$ cat config.mk
export PLATFORM = sky130hd
export DESIGN_NAME = udpdmx_cmd_fifo
export DESIGN_NICKNAME = d
export VERILOG_FILES = /design/src/hw/rtl/udpdmx_pkg.sv /design/src/hw/rtl/udpdmx_cmd_fifo.sv
export SDC_FILE = /design/constraint.sdc
export NUM_CORES = 1
export LEC_CHECK = 0
export BUFFER_PORTS_ARGS = -buffer_cell sky130_fd_sc_hd__buf_4
export CAP_MARGIN = 15
export CORE_UTILIZATION = 56
export DETAILED_ROUTE_END_ITERATION = 8
export PLACE_DENSITY = 0.95
export SLEW_MARGIN = 0
export SYNTH_ARGS = -nofsm -noshare
export SYNTH_HDL_FRONTEND = slang
export SYNTH_SLANG_ARGS = --single-unit
$ cat constraint.sdc
create_clock -name clk -period 15.2 [get_ports clk]
set_input_delay 3.04 -clock clk [delete_from_list [all_inputs] [get_ports clk]]
set_output_delay 3.04 -clock clk [all_outputs]
set_load 0.005 [all_outputs]
$ cat src/hw/rtl/udpdmx_pkg.sv
// Package for the UDP endpoint demultiplex table.
// Opcodes, status codes, entry modes and the shared command and result types.
// No dependencies.
package udpdmx_pkg;

    localparam int SLOTS_DEF       = 8;
    localparam int QUEUE_DEPTH_DEF = 8;
    localparam int SLOT_W          = 4;
    localparam int CMDQ_DEPTH      = 2;

    localparam logic [2:0] OP_REGISTER = 3'd0;
    localparam logic [2:0] OP_PACKET   = 3'd1;
    localparam logic [2:0] OP_RECEIVE  = 3'd2;
    localparam logic [2:0] OP_CANCEL   = 3'd3;
    localparam logic [2:0] OP_RELEASE  = 3'd4;

    localparam logic [1:0] ST_OK      = 2'd0;
    localparam logic [1:0] ST_ERROR   = 2'd1;
    localparam logic [1:0] ST_WAITING = 2'd2;
    localparam logic [1:0] ST_DISCARD = 2'd3;

    localparam logic [1:0] MODE_FREE = 2'd0;
    localparam logic [1:0] MODE_USED = 2'd1;
    localparam logic [1:0] MODE_WAIT = 2'd2;

    typedef struct packed {
        logic [2:0]  opcode;
        logic [3:0]  slot;
        logic [31:0] remote_ip;
        logic [15:0] remote_port;
        logic [15:0] local_port;
        logic [15:0] buffer_handle;
        logic [15:0] udp_length;
        logic [15:0] capacity;
        logic [7:0]  waiter_id;
    } cmd_t;

    typedef struct packed {
        logic [1:0]  status;
        logic [3:0]  slot_out;
        logic [15:0] handle_out;
        logic        free_handle;
        logic        wake;
        logic [7:0]  waiter_out;
        logic [31:0] sender_ip;
        logic [15:0] sender_port;
        logic [15:0] copy_length;
        logic        last;
    } result_t;

endpackage

$ cat src/hw/rtl/udpdmx_cmd_fifo.sv
// Command queue between the front decode and the back-end engine.
// Depends on udpdmx_pkg.
module udpdmx_cmd_fifo
(
    input  logic               clk,
    input  logic               rst_n,
    input  logic               push,
    input  udpdmx_pkg::cmd_t   push_data,
    output logic               full,
    input  logic               pop,
    output udpdmx_pkg::cmd_t   pop_data,
    output logic               empty
);
    udpdmx_pkg::cmd_t mem_reg [udpdmx_pkg::CMDQ_DEPTH];
    logic [$clog2(udpdmx_pkg::CMDQ_DEPTH)-1:0] wp_reg, rp_reg;
    logic [$clog2(udpdmx_pkg::CMDQ_DEPTH):0]   cnt_reg;

    assign full     = (cnt_reg == ($clog2(udpdmx_pkg::CMDQ_DEPTH)+1)'(udpdmx_pkg::CMDQ_DEPTH));
    assign empty    = (cnt_reg == '0);
    assign pop_data = mem_reg[rp_reg];

    always_ff @(posedge clk)
    begin
        if (push && !full)
        begin
            mem_reg[wp_reg] <= push_data;
        end
    end

    always_ff @(posedge clk or negedge rst_n)
    begin
        if (!rst_n)
        begin
            wp_reg  <= '0;
            rp_reg  <= '0;
            cnt_reg <= '0;
        end
        else
        begin
            if (push && !full)
            begin
                wp_reg <= wp_reg + 1'b1;
            end
            if (pop && !empty)
            begin
                rp_reg <= rp_reg + 1'b1;
            end
            cnt_reg <= cnt_reg + ((push && !full) ? 1'b1 : 1'b0) - ((pop && !empty) ? 1'b1 : 1'b0);
        end
    end
endmodule

==> reports/results.ini, run 1 <==
[status]
status = completed

[setup_path]
critPathCaptureType = output pin
slowest_stage = dfrtp_4
startpoint_type = register
crit_family = buffers and inverters
crit_type = register to output pin
crit_path_max_fanout = 71
cp_num_buf_inv = 2
cp.arrival_ns = 2.92
worstPathRequired_ns = 12.16
path_common_cell = buf_4
slowest_delay_ns = 0.92
crit_chain = buf_4 -> mux2_2 -> buf_4

[timing]
finalSetupViolCount = 0
fmax_ghz = 0.168
tns_ns = 0
timing.final.crit_period_ns = 5.96
drv_slew = 0
relSlewSlack_pct = 34.5
layout_worst_path_cycle_share_pct = 39.2
hold_viol = 0
tightest_slew_ns = 0.983
rsz0062_at_grt = no
finClkSkew_ns = 0.0106

[die]
core_area_sq_mm = 0.0165
boundaryPins = 260
die_w_um = 132
start_util_pct = 57.1
rows = 47
die_y_um = 132
dieArea_sq_mm = 0.0174

[placed_design]
dp_hpwl_mm = 12.6
io_buffers = 259
dpl_cell_area_sq_mm = 0.0115
routabilityCongestion = 0.773

[global_routing]
grt_pass1_wl_mm = 28.6
grt_use_total_pct = 21.5
grt_antenna_before_repair = 0
overflow = 0
grt_max_degree = 75
grt_pass1_vias = 5404

[layout]
nets = 822
final_area_sq_mm = 0.0123
nFillCells = 947
largest_reg_flops = 254
regArea_sq_mm = 0.00773
multi_input_area_sq_mm = 0.00153
diodes = 0
drive_gt1_share_pct = 60.1
area_delta_synth_final_pct = 29.8

[clock_network]
cts-resized-gates = 0
tritoncts = yes
cts_max_level = 1
clk_pin_slew_worst_paths_ns = 0.06
ctsHoldBuffers = 0
cts_sinks = 258
cts.path.max_buffers = 3
numCtsBuffers = 25
root_buffer = clkbuf_16
clk_latency_ns = 0.51
cts_setup_buffers = 0

[logic_synthesis]
postSynthCellCount = 413
synthesis.nets = 546
netlist_area_sq_mm = 0.00944
synth_seq_area_share_pct = 81.9
synth_top_cell_by_area = edfxtp_1
synthDistinctLibCells = 14
avgSynthCellArea_sq_um = 22.9
synth.top_cell.area_share_pct = 80.8
synthTopCellsByArea = edfxtp_1 81%, mux2_2 15%, clkbuf_8 1.5%
synth_warnings = 0
synth-seq-cells = 258

[detailed_routing]
drtIter0Drc = 233
drc = 0
first_pass_iters = 4
post_drt_wl_per_cell_um = 20.2
vias = 4808
viasPerCell = 5.19
wl_mm = 18.7
postRouteAntennaNets = 0

[job]
maxCapViolations = 0

[power_and_ir_drop]
p_leak_nw = 4.58
powerDensity_mw_per_mm2 = 184
max-vdd-ir-drop_mv = 0.149

[min_path]
holdCritPathClass = register to register

## Yosys cell counts
master      n
buf_6       4
nor2b_1     1
inv_1       2
xor2_1      1
ha_1        2
nand2b_1    1
clkbuf_8   10
xnor2_1     3
nand2_1     1
and3_1      1
mux2_2    127
edfxtp_1  254
nor2_1      2
dfrtp_1     4
## area by class of cell
class	count	area share, %
flip-flops and latches	258	63.1
repair buffers	263	16.1
clock inverters	8	0.327
multi-input cells	139	12.5
inverters	2	0.0613
clock buffers	37	5.64
well taps	220	2.25
## final timing paths
| kind | from | endpoint | slack [ns] | cells after the start |
|---|---|---|---|---|
| setup / recovery | rp_reg$_DFFE_PN0P_ | pop_data[59] | 9.24 | 3 |
| hold / removal | cnt_reg[1]$_DFF_PN0_ | cnt_reg[1]$_DFF_PN0_ | 0.51 | 1 |
| setup reg to reg | cnt_reg[0]$_DFF_PN0_ | mem_reg[1][102]$_DFFE_PP_ | 12.60 | 3 |
| hold reg to reg | cnt_reg[1]$_DFF_PN0_ | cnt_reg[1]$_DFF_PN0_ | 0.51 | 1 |
| max in group asynchronous | rst_n | rp_reg$_DFFE_PN0P_ | 12.77 | 1 |
| min in group asynchronous | rst_n | cnt_reg[0]$_DFF_PN0_ | 2.32 | 1 |
## metal layers
| metal | vias up | wire, um | GRT usage, % |
|---|---|---|---|
| li1 | 2190 | - | - |
| met1 | 2378 | 6700 | 24.3 |
| met2 | 205 | 10400 | 40.0 |
| met3 | 35 | 1170 | 4.84 |
| met4 | 0 | 440 | 7.24 |
| met5 | - | 0 | 0 |
## metrics by stage
stage                     cells  utilization [%]  hold slack [ns]  power [mW]  setup slack (ns)
after detailed placement    882             69.7            0.495        1.72              9.78
after global routing        927             74.1            0.558        2.35              9.08
after floorplan             413                -            0.461        1.42              6.17
final                       927             74.1            0.512        2.25              9.24
after CTS                   927             74.1            0.515        2.28              9.21
after global placement      882             69.7            0.484        1.68              9.81
## cells by family (layout without fill, tap and decap cells)
| group | after synthesis | after routing | synth area share, % |
|---|---|---|---|
| xor gates and xnor gates | 4 | 4 | 0.371 |
| adders and majority gates | 2 | 2 | 0.265 |
| buffers and inverters | 16 | 310 | 2.02 |
| DFF | 258 | 258 | 81.9 |
| muxes | 127 | 127 | 15.2 |
| and+or+nand+nor | 6 | 6 | 0.318 |
## placed cells by master, fill, tap and decap left out
cell,Yosys,layout
nor2_4,0,1
nor2b_1,1,1
and3_4,0,1
edfxtp_1,254,254
clkinv_2,0,4
xor2_1,1,1
ha_1,2,2
nand2b_1,1,1
mux2_2,127,127
nand2_1,1,1
inv_1,2,2
clkinv_1,0,3
inv_6,0,1
buf_4,0,263
clkbuf_16,0,25
clkbuf_8,10,2
nor2_1,2,1
dfrtp_4,0,1
xnor2_1,3,3
dfrtp_1,4,3
clkbuf_1,0,10
## power by group
group | leakage, nW | switching, mW | internal (mW)
Clock | 0.359 | 0.236 | 0.314
Combinational | 1.82 | 0.286 | 0.371
Sequential | 2.40 | 0.0701 | 0.976
Total | 4.58 | 0.592 | 1.66
Note: power is estimated with default switching activity, not from simulation.
==> run 2, diff against run 1 <==
--- a/config.mk
+++ b/config.mk
@@ -5,11 +5,12 @@
 export SDC_FILE = /design/constraint.sdc
 export NUM_CORES = 1
 export LEC_CHECK = 0
+export ABC_AREA = 1
 export BUFFER_PORTS_ARGS = -buffer_cell sky130_fd_sc_hd__buf_4
 export CAP_MARGIN = 15
-export CORE_UTILIZATION = 56
+export CORE_UTILIZATION = 52
 export DETAILED_ROUTE_END_ITERATION = 8
-export PLACE_DENSITY = 0.95
+export PLACE_DENSITY = 0.89
 export SLEW_MARGIN = 0
 export SYNTH_ARGS = -nofsm -noshare
 export SYNTH_HDL_FRONTEND = slang
==> constraint.sdc (replaced) <==
create_clock -name clk -period 6.1 [get_ports clk]
set_input_delay 1.22 -clock clk [delete_from_list [all_inputs] [get_ports clk]]
set_output_delay 1.22 -clock clk [all_outputs]
set_load 0.005 [all_outputs]
==> run 2 against run 1 <==
Against the previous run:
- wire length grew 11%
- first-iteration DRC count rose by 47%
- combinational power rose to 2.8 times the previous value
- sequential power increased by 150%
- non-clock buffer count rose by 1
- global-route usage down 0.56 points
- sequential share of layout area shrank 0.52 points
- highest routed layer unchanged
==> reports/results.ini, run 2 <==
[setup_path]
startpoint_type = register
r2r_slack_ns = 4.17
critPathCaptureType = output pin
r2r-end = mem_reg[0][82]$_DFFE_PP_
crit_path_max_fanout = 84
cp.arrival_ns = 2.97
crit_type = register to output pin
r2r_cells = 4
worstPathRequired_ns = 4.88
cp-startpoint = rp_reg$_DFFE_PN0P_
rr_startpoint = cnt_reg[1]$_DFF_PN0_
endpoint = pop_data[82]

[logic_synthesis]
synth.top_cell.area_share_pct = 79.4
synth_top_cell_by_area = edfxtp_1
yosysMostFrequentCell = nand2_1
avgSynthCellArea_sq_um = 13.8
ys.flop_type = edfxtp_1
async_flop_share_pct = 1.55
synth_seq_area_share_pct = 80.5
synth_common_cells = 394 x nand2_1, 254 x edfxtp_1, 27 x buf_6, 10 x inv_1, 4 x dfrtp_1
synthDistinctLibCells = 10
postSynthCellCount = 697
netlist_area_sq_mm = 0.00960
synthTopCellsByArea = edfxtp_1 79%, nand2_1 15%, buf_6 3.2%
synth-seq-cells = 258
synthesis.nets = 830
synth_edf_count = 254
synth_warnings = 0

[timing]
layout_worst_path_cycle_share_pct = 68.7
tightest_slew_ns = 0.849
drv_slew = 0
rsz0062_at_grt = no
fmax_ghz = 0.239
relSlewSlack_pct = 43.4
tns_ns = 0
finalSetupViolCount = 0
finClkSkew_ns = 0.0115
hold_viol = 0
timing.final.crit_period_ns = 4.19

[clock_network]
cts_sinks = 258
tritoncts = yes
numCtsBuffers = 26
root_buffer = clkbuf_16
clk_latency_ns = 0.51
cts.path.max_buffers = 3
cts-resized-gates = 0
ctsHoldBuffers = 0
cts_setup_buffers = 0
clk_pin_slew_worst_paths_ns = 0.06
cts_max_level = 1

[global_routing]
grt_max_degree = 128
grt_pass1_vias = 5968
grt_pass1_wl_mm = 29.8
overflow = 0
grt_antenna_before_repair = 0
grt_use_total_pct = 21.0

[status]
status = completed

[layout]
drive_gt1_share_pct = 30.5
diodes = 0
final_cell_mix = 394 x nand2_1, 263 x buf_4, 254 x edfxtp_1, 27 x clkbuf_16, 12 x clkbuf_1
multi_input_area_sq_mm = 0.00153
nets = 1094
nFillCells = 1235
largest_reg_flops = 254
regArea_sq_mm = 0.00773
layout_commonest_cell = nand2_1
area_delta_synth_final_pct = 28.6
final_cells = 1209

[power_and_ir_drop]
max-vdd-ir-drop_mv = 0.381
powerDensity_mw_per_mm2 = 472
p_leak_nw = 5.30

[min_path]
hold_depth = 2
holdCritPathClass = register to register

[detailed_routing]
wl_mm = 20.8
met2_length_mm = 10.9
drt-met1-wl_mm = 7.08
viasPerCell = 5.03
highest_layer = met4
drtIter0Drc = 342
drc = 0
wl_met3_mm = 2.13
postRouteAntennaNets = 0
post_drt_wl_per_cell_um = 17.2
first_pass_iters = 5
vias = 6087

[die]
core_area_sq_mm = 0.0180
rows = 49
start_util_pct = 53.3
boundaryPins = 260
die_y_um = 138
dieArea_sq_mm = 0.0190
die_w_um = 138

[placed_design]
routabilityCongestion = 0.754
dp_hpwl_mm = 12.9
io_buffers = 259
dp.cells = 1162

[job]
maxCapViolations = 0

-- run 2: how the worst min path moves through the flow --
stage	startpoint	to
after floorplan	wp_reg$_DFFE_PN0P_	wp_reg$_DFFE_PN0P_
after global placement	wp_reg$_DFFE_PN0P_	wp_reg$_DFFE_PN0P_
after detailed placement	wp_reg$_DFFE_PN0P_	wp_reg$_DFFE_PN0P_
after CTS	rst_n	rp_reg$_DFFE_PN0P_
after global routing	rst_n	rp_reg$_DFFE_PN0P_
final	wp_reg$_DFFE_PN0P_	wp_reg$_DFFE_PN0P_
-- run 2: routing by layer --
| metal | vias up | track usage, % |
|---|---|---|
| li1 | 2867 | - |
| met3 | 48 | 6.62 |
| met5 | - | 0 |
| met2 | 296 | 37.8 |
| met4 | 0 | 7.55 |
| met1 | 2876 | 23.1 |
-- run 2: where the power goes --
group / leakage [nW] / switching (mW) / internal [mW]
logic: 2.52 / 1.03 / 0.794
clock network: 0.367 / 0.614 / 0.815
registers: 2.41 / 0.160 / 2.42
-- run 2: kinds of logic (layout without fill, tap and decap cells) --
logic type / count (synthesis) / count (layout) / synth area share (%)
AND/OR/NAND/NOR: 398 / 398 / 15.6
flip-flops: 258 / 258 / 80.5
buffers and inverters: 39 / 322 / 3.67
adder cells (fa/ha/maj): 2 / 2 / 0.261
-- run 2: worst max-delay path, cell delays in order, from the launching register on --
cell     delay [ns]
dfrtp_4        0.73
inv_4          0.71
buf_4          0.54
nand2_1        0.11
nand2_1        0.10
buf_4          0.12
-- run 2: through the flow --
step	setup slack (ns)	hold WS [ns]	total power [mW]	util, %	area, sq um
detailed placement	2.43	0.469	4.44	64.3	11600
global placement	2.47	0.453	4.37	64.3	11600
floorplan	1.05	0.442	3.59	-	9610
global route	1.69	0.467	6.17	68.5	12400
finish	1.91	0.478	5.83	68.5	12400
CTS	1.89	0.470	5.89	68.5	12400
-- run 2: area by class of cell --
cell class	count	share of cell area, %
well taps	229	2.32
clock inverters	8	0.355
flip-flops and latches	258	62.6
multi-input cells	400	12.4
inverters	11	0.375
clock buffers	39	5.83
repair buffers	264	16.1
==> run 3, diff against run 2 <==
--- a/config.mk
+++ b/config.mk
@@ -8,9 +8,9 @@
 export ABC_AREA = 1
 export BUFFER_PORTS_ARGS = -buffer_cell sky130_fd_sc_hd__buf_4
 export CAP_MARGIN = 15
-export CORE_UTILIZATION = 52
+export CORE_UTILIZATION = 47
 export DETAILED_ROUTE_END_ITERATION = 8
-export PLACE_DENSITY = 0.89
+export PLACE_DENSITY = 0.86
 export SLEW_MARGIN = 0
 export SYNTH_ARGS = -nofsm -noshare
 export SYNTH_HDL_FRONTEND = slang
==> constraint.sdc (replaced) <==
create_clock -name clk -period 3.7 [get_ports clk]
set_input_delay 0.74 -clock clk [delete_from_list [all_inputs] [get_ports clk]]
set_output_delay 0.74 -clock clk [all_outputs]
set_load 0.005 [all_outputs]
==> run 3 against run 2 <==
Against the previous run:
- non-clock buffer count grew 3
- die area up 10%
- flip-flop and latch count stayed put
- global-route usage shrank 2.1 points
- clock power increased by 85%
- largest power group unchanged
- highest routed layer unchanged
==> reports/results.ini, run 3 (synthesis results as in run 2) <==
[status]
status = completed

[setup_path]
crit_path_max_fanout = 58
crit_type = register to output pin
critPathCaptureType = output pin
cp.arrival_ns = 2.15
worstPathRequired_ns = 2.96
startpoint_type = register

[job]
maxCapViolations = 0

[global_routing]
met1_usage_pct = 21.5
grt_max_degree = 127
grt_antenna_before_repair = 0
grtUsageMet3_pct = 4.75
overflow = 0
grt_util_met2_pct = 35.0
grt_pass1_vias = 6102
busiest_layer = met2
grt_use_total_pct = 18.8
grt_pass1_wl_mm = 31.2

[layout]
regArea_sq_mm = 0.00773
nFillCells = 1390
drive_gt1_share_pct = 31.2
final_cell_mix = 394 x nand2_1, 265 x buf_4, 254 x edfxtp_1, 25 x clkbuf_16, 9 x inv_1
multi_input_area_sq_mm = 0.00153
diodes = 0
largest_reg_flops = 254
layout_commonest_cell = nand2_1
fin_util_pct = 63.5
area_delta_synth_final_pct = 30.5
nets = 1096

[detailed_routing]
postRouteAntennaNets = 0
drtIter0Drc = 285
drc = 0
post_drt_wl_per_cell_um = 16.2
wl_mm = 20.2
vias = 5999
viasPerCell = 4.82
first_pass_iters = 5

[power_and_ir_drop]
power_mw = 9.92
powerDensity_mw_per_mm2 = 791
p_leak_nw = 5.37
max-vdd-ir-drop_mv = 0.627

[timing]
rsz0062_at_grt = no
whs_ns = 0.0287
tns_ns = 0
finClkSkew_ns = 0.0143
layout_worst_path_cycle_share_pct = 78.0
drv_slew = 0
relSlewSlack_pct = 39.0
tightest_slew_ns = 0.915
setup_ws_ns = 0.813
hold_viol = 0
fmax_ghz = 0.346
finalSetupViolCount = 0
timing.final.crit_period_ns = 2.89

[clock_network]
ctsHoldBuffers = 0
cts-resized-gates = 0
cts_sinks = 258
tritoncts = yes
cts_setup_buffers = 0
root_buffer = clkbuf_16
cts.path.max_buffers = 3
clk_latency_ns = 0.50
cts_max_level = 1
numCtsBuffers = 25
clk_pin_slew_worst_paths_ns = 0.06

[placed_design]
dp_hpwl_mm = 12.8
io_buffers = 259
routabilityCongestion = 0.821
dp_slack_ns = 1.35

[die]
die_y_um = 145
rows = 51
core_area_sq_mm = 0.0197
dieArea_sq_mm = 0.0210
die_w_um = 145
boundaryPins = 260
start_util_pct = 48.7

[min_path]
holdCritPathClass = input port to asynchronous set/reset pin

[run 3: per-stage QoR]
stage / instances / instance area (sq um)
after global placement: 1201 / 11700
after detailed placement: 1201 / 11700
after global routing: 1245 / 12500
after floorplan: 697 / 9610
after CTS: 1245 / 12500
final: 1245 / 12500
[run 3: final cells by class]
class	instances	share of cell area, %
sequential	258	61.7
inverter	11	0.379
timing repair buffer	267	16.2
clock buffer	29	5.11
clock inverter	15	1.75
tap	265	2.65
multi-input combinational	400	12.2
[run 3: report_power, final]
part | internal, mW | switching, mW | total, mW | leakage [nW]
clock | 1.65 | 0.995 | 2.64 | 0.421
sequential | 4.00 | 0.158 | 4.15 | 2.41
combinational | 1.34 | 1.78 | 3.12 | 2.53
total | 6.98 | 2.93 | 9.92 | 5.37
[run 3: routing by layer]
layer / vias up / part of all wire [%]
met5: - / 0
met4: 0 / 1.6
met3: 29 / 8.3
met2: 258 / 53
met1: 2839 / 37
li1: 2873 / -
[run 3: critical path, cell delays in order, from the launching register on]
cell and delay (ns):
dfrtp_4 0.49, inv_4 0.45, buf_4 0.36, nand2_1 0.10, nand2_1 0.09, buf_4 0.11
[run 3: worst paths after layout]
| kind | startpoint | to | slack [ns] | cells past startpoint |
|---|---|---|---|---|
| hold reg to reg | wp_reg$_DFFE_PN0P_ | wp_reg$_DFFE_PN0P_ | 0.47 | 2 |
| setup reg to reg | cnt_reg[0]$_DFF_PN0_ | mem_reg[1][63]$_DFFE_PP_ | 1.84 | 5 |
| max in group asynchronous | rst_n | rp_reg$_DFFE_PN0P_ | 3.55 | 1 |
| setup / recovery | rp_reg$_DFFE_PN0P_ | pop_data[43] | 0.81 | 5 |
| hold / removal | rst_n | rp_reg$_DFFE_PN0P_ | 0.03 | 1 |
| min in group clk | push_data[94] | mem_reg[0][94]$_DFFE_PP_ | 0.42 | 1 |
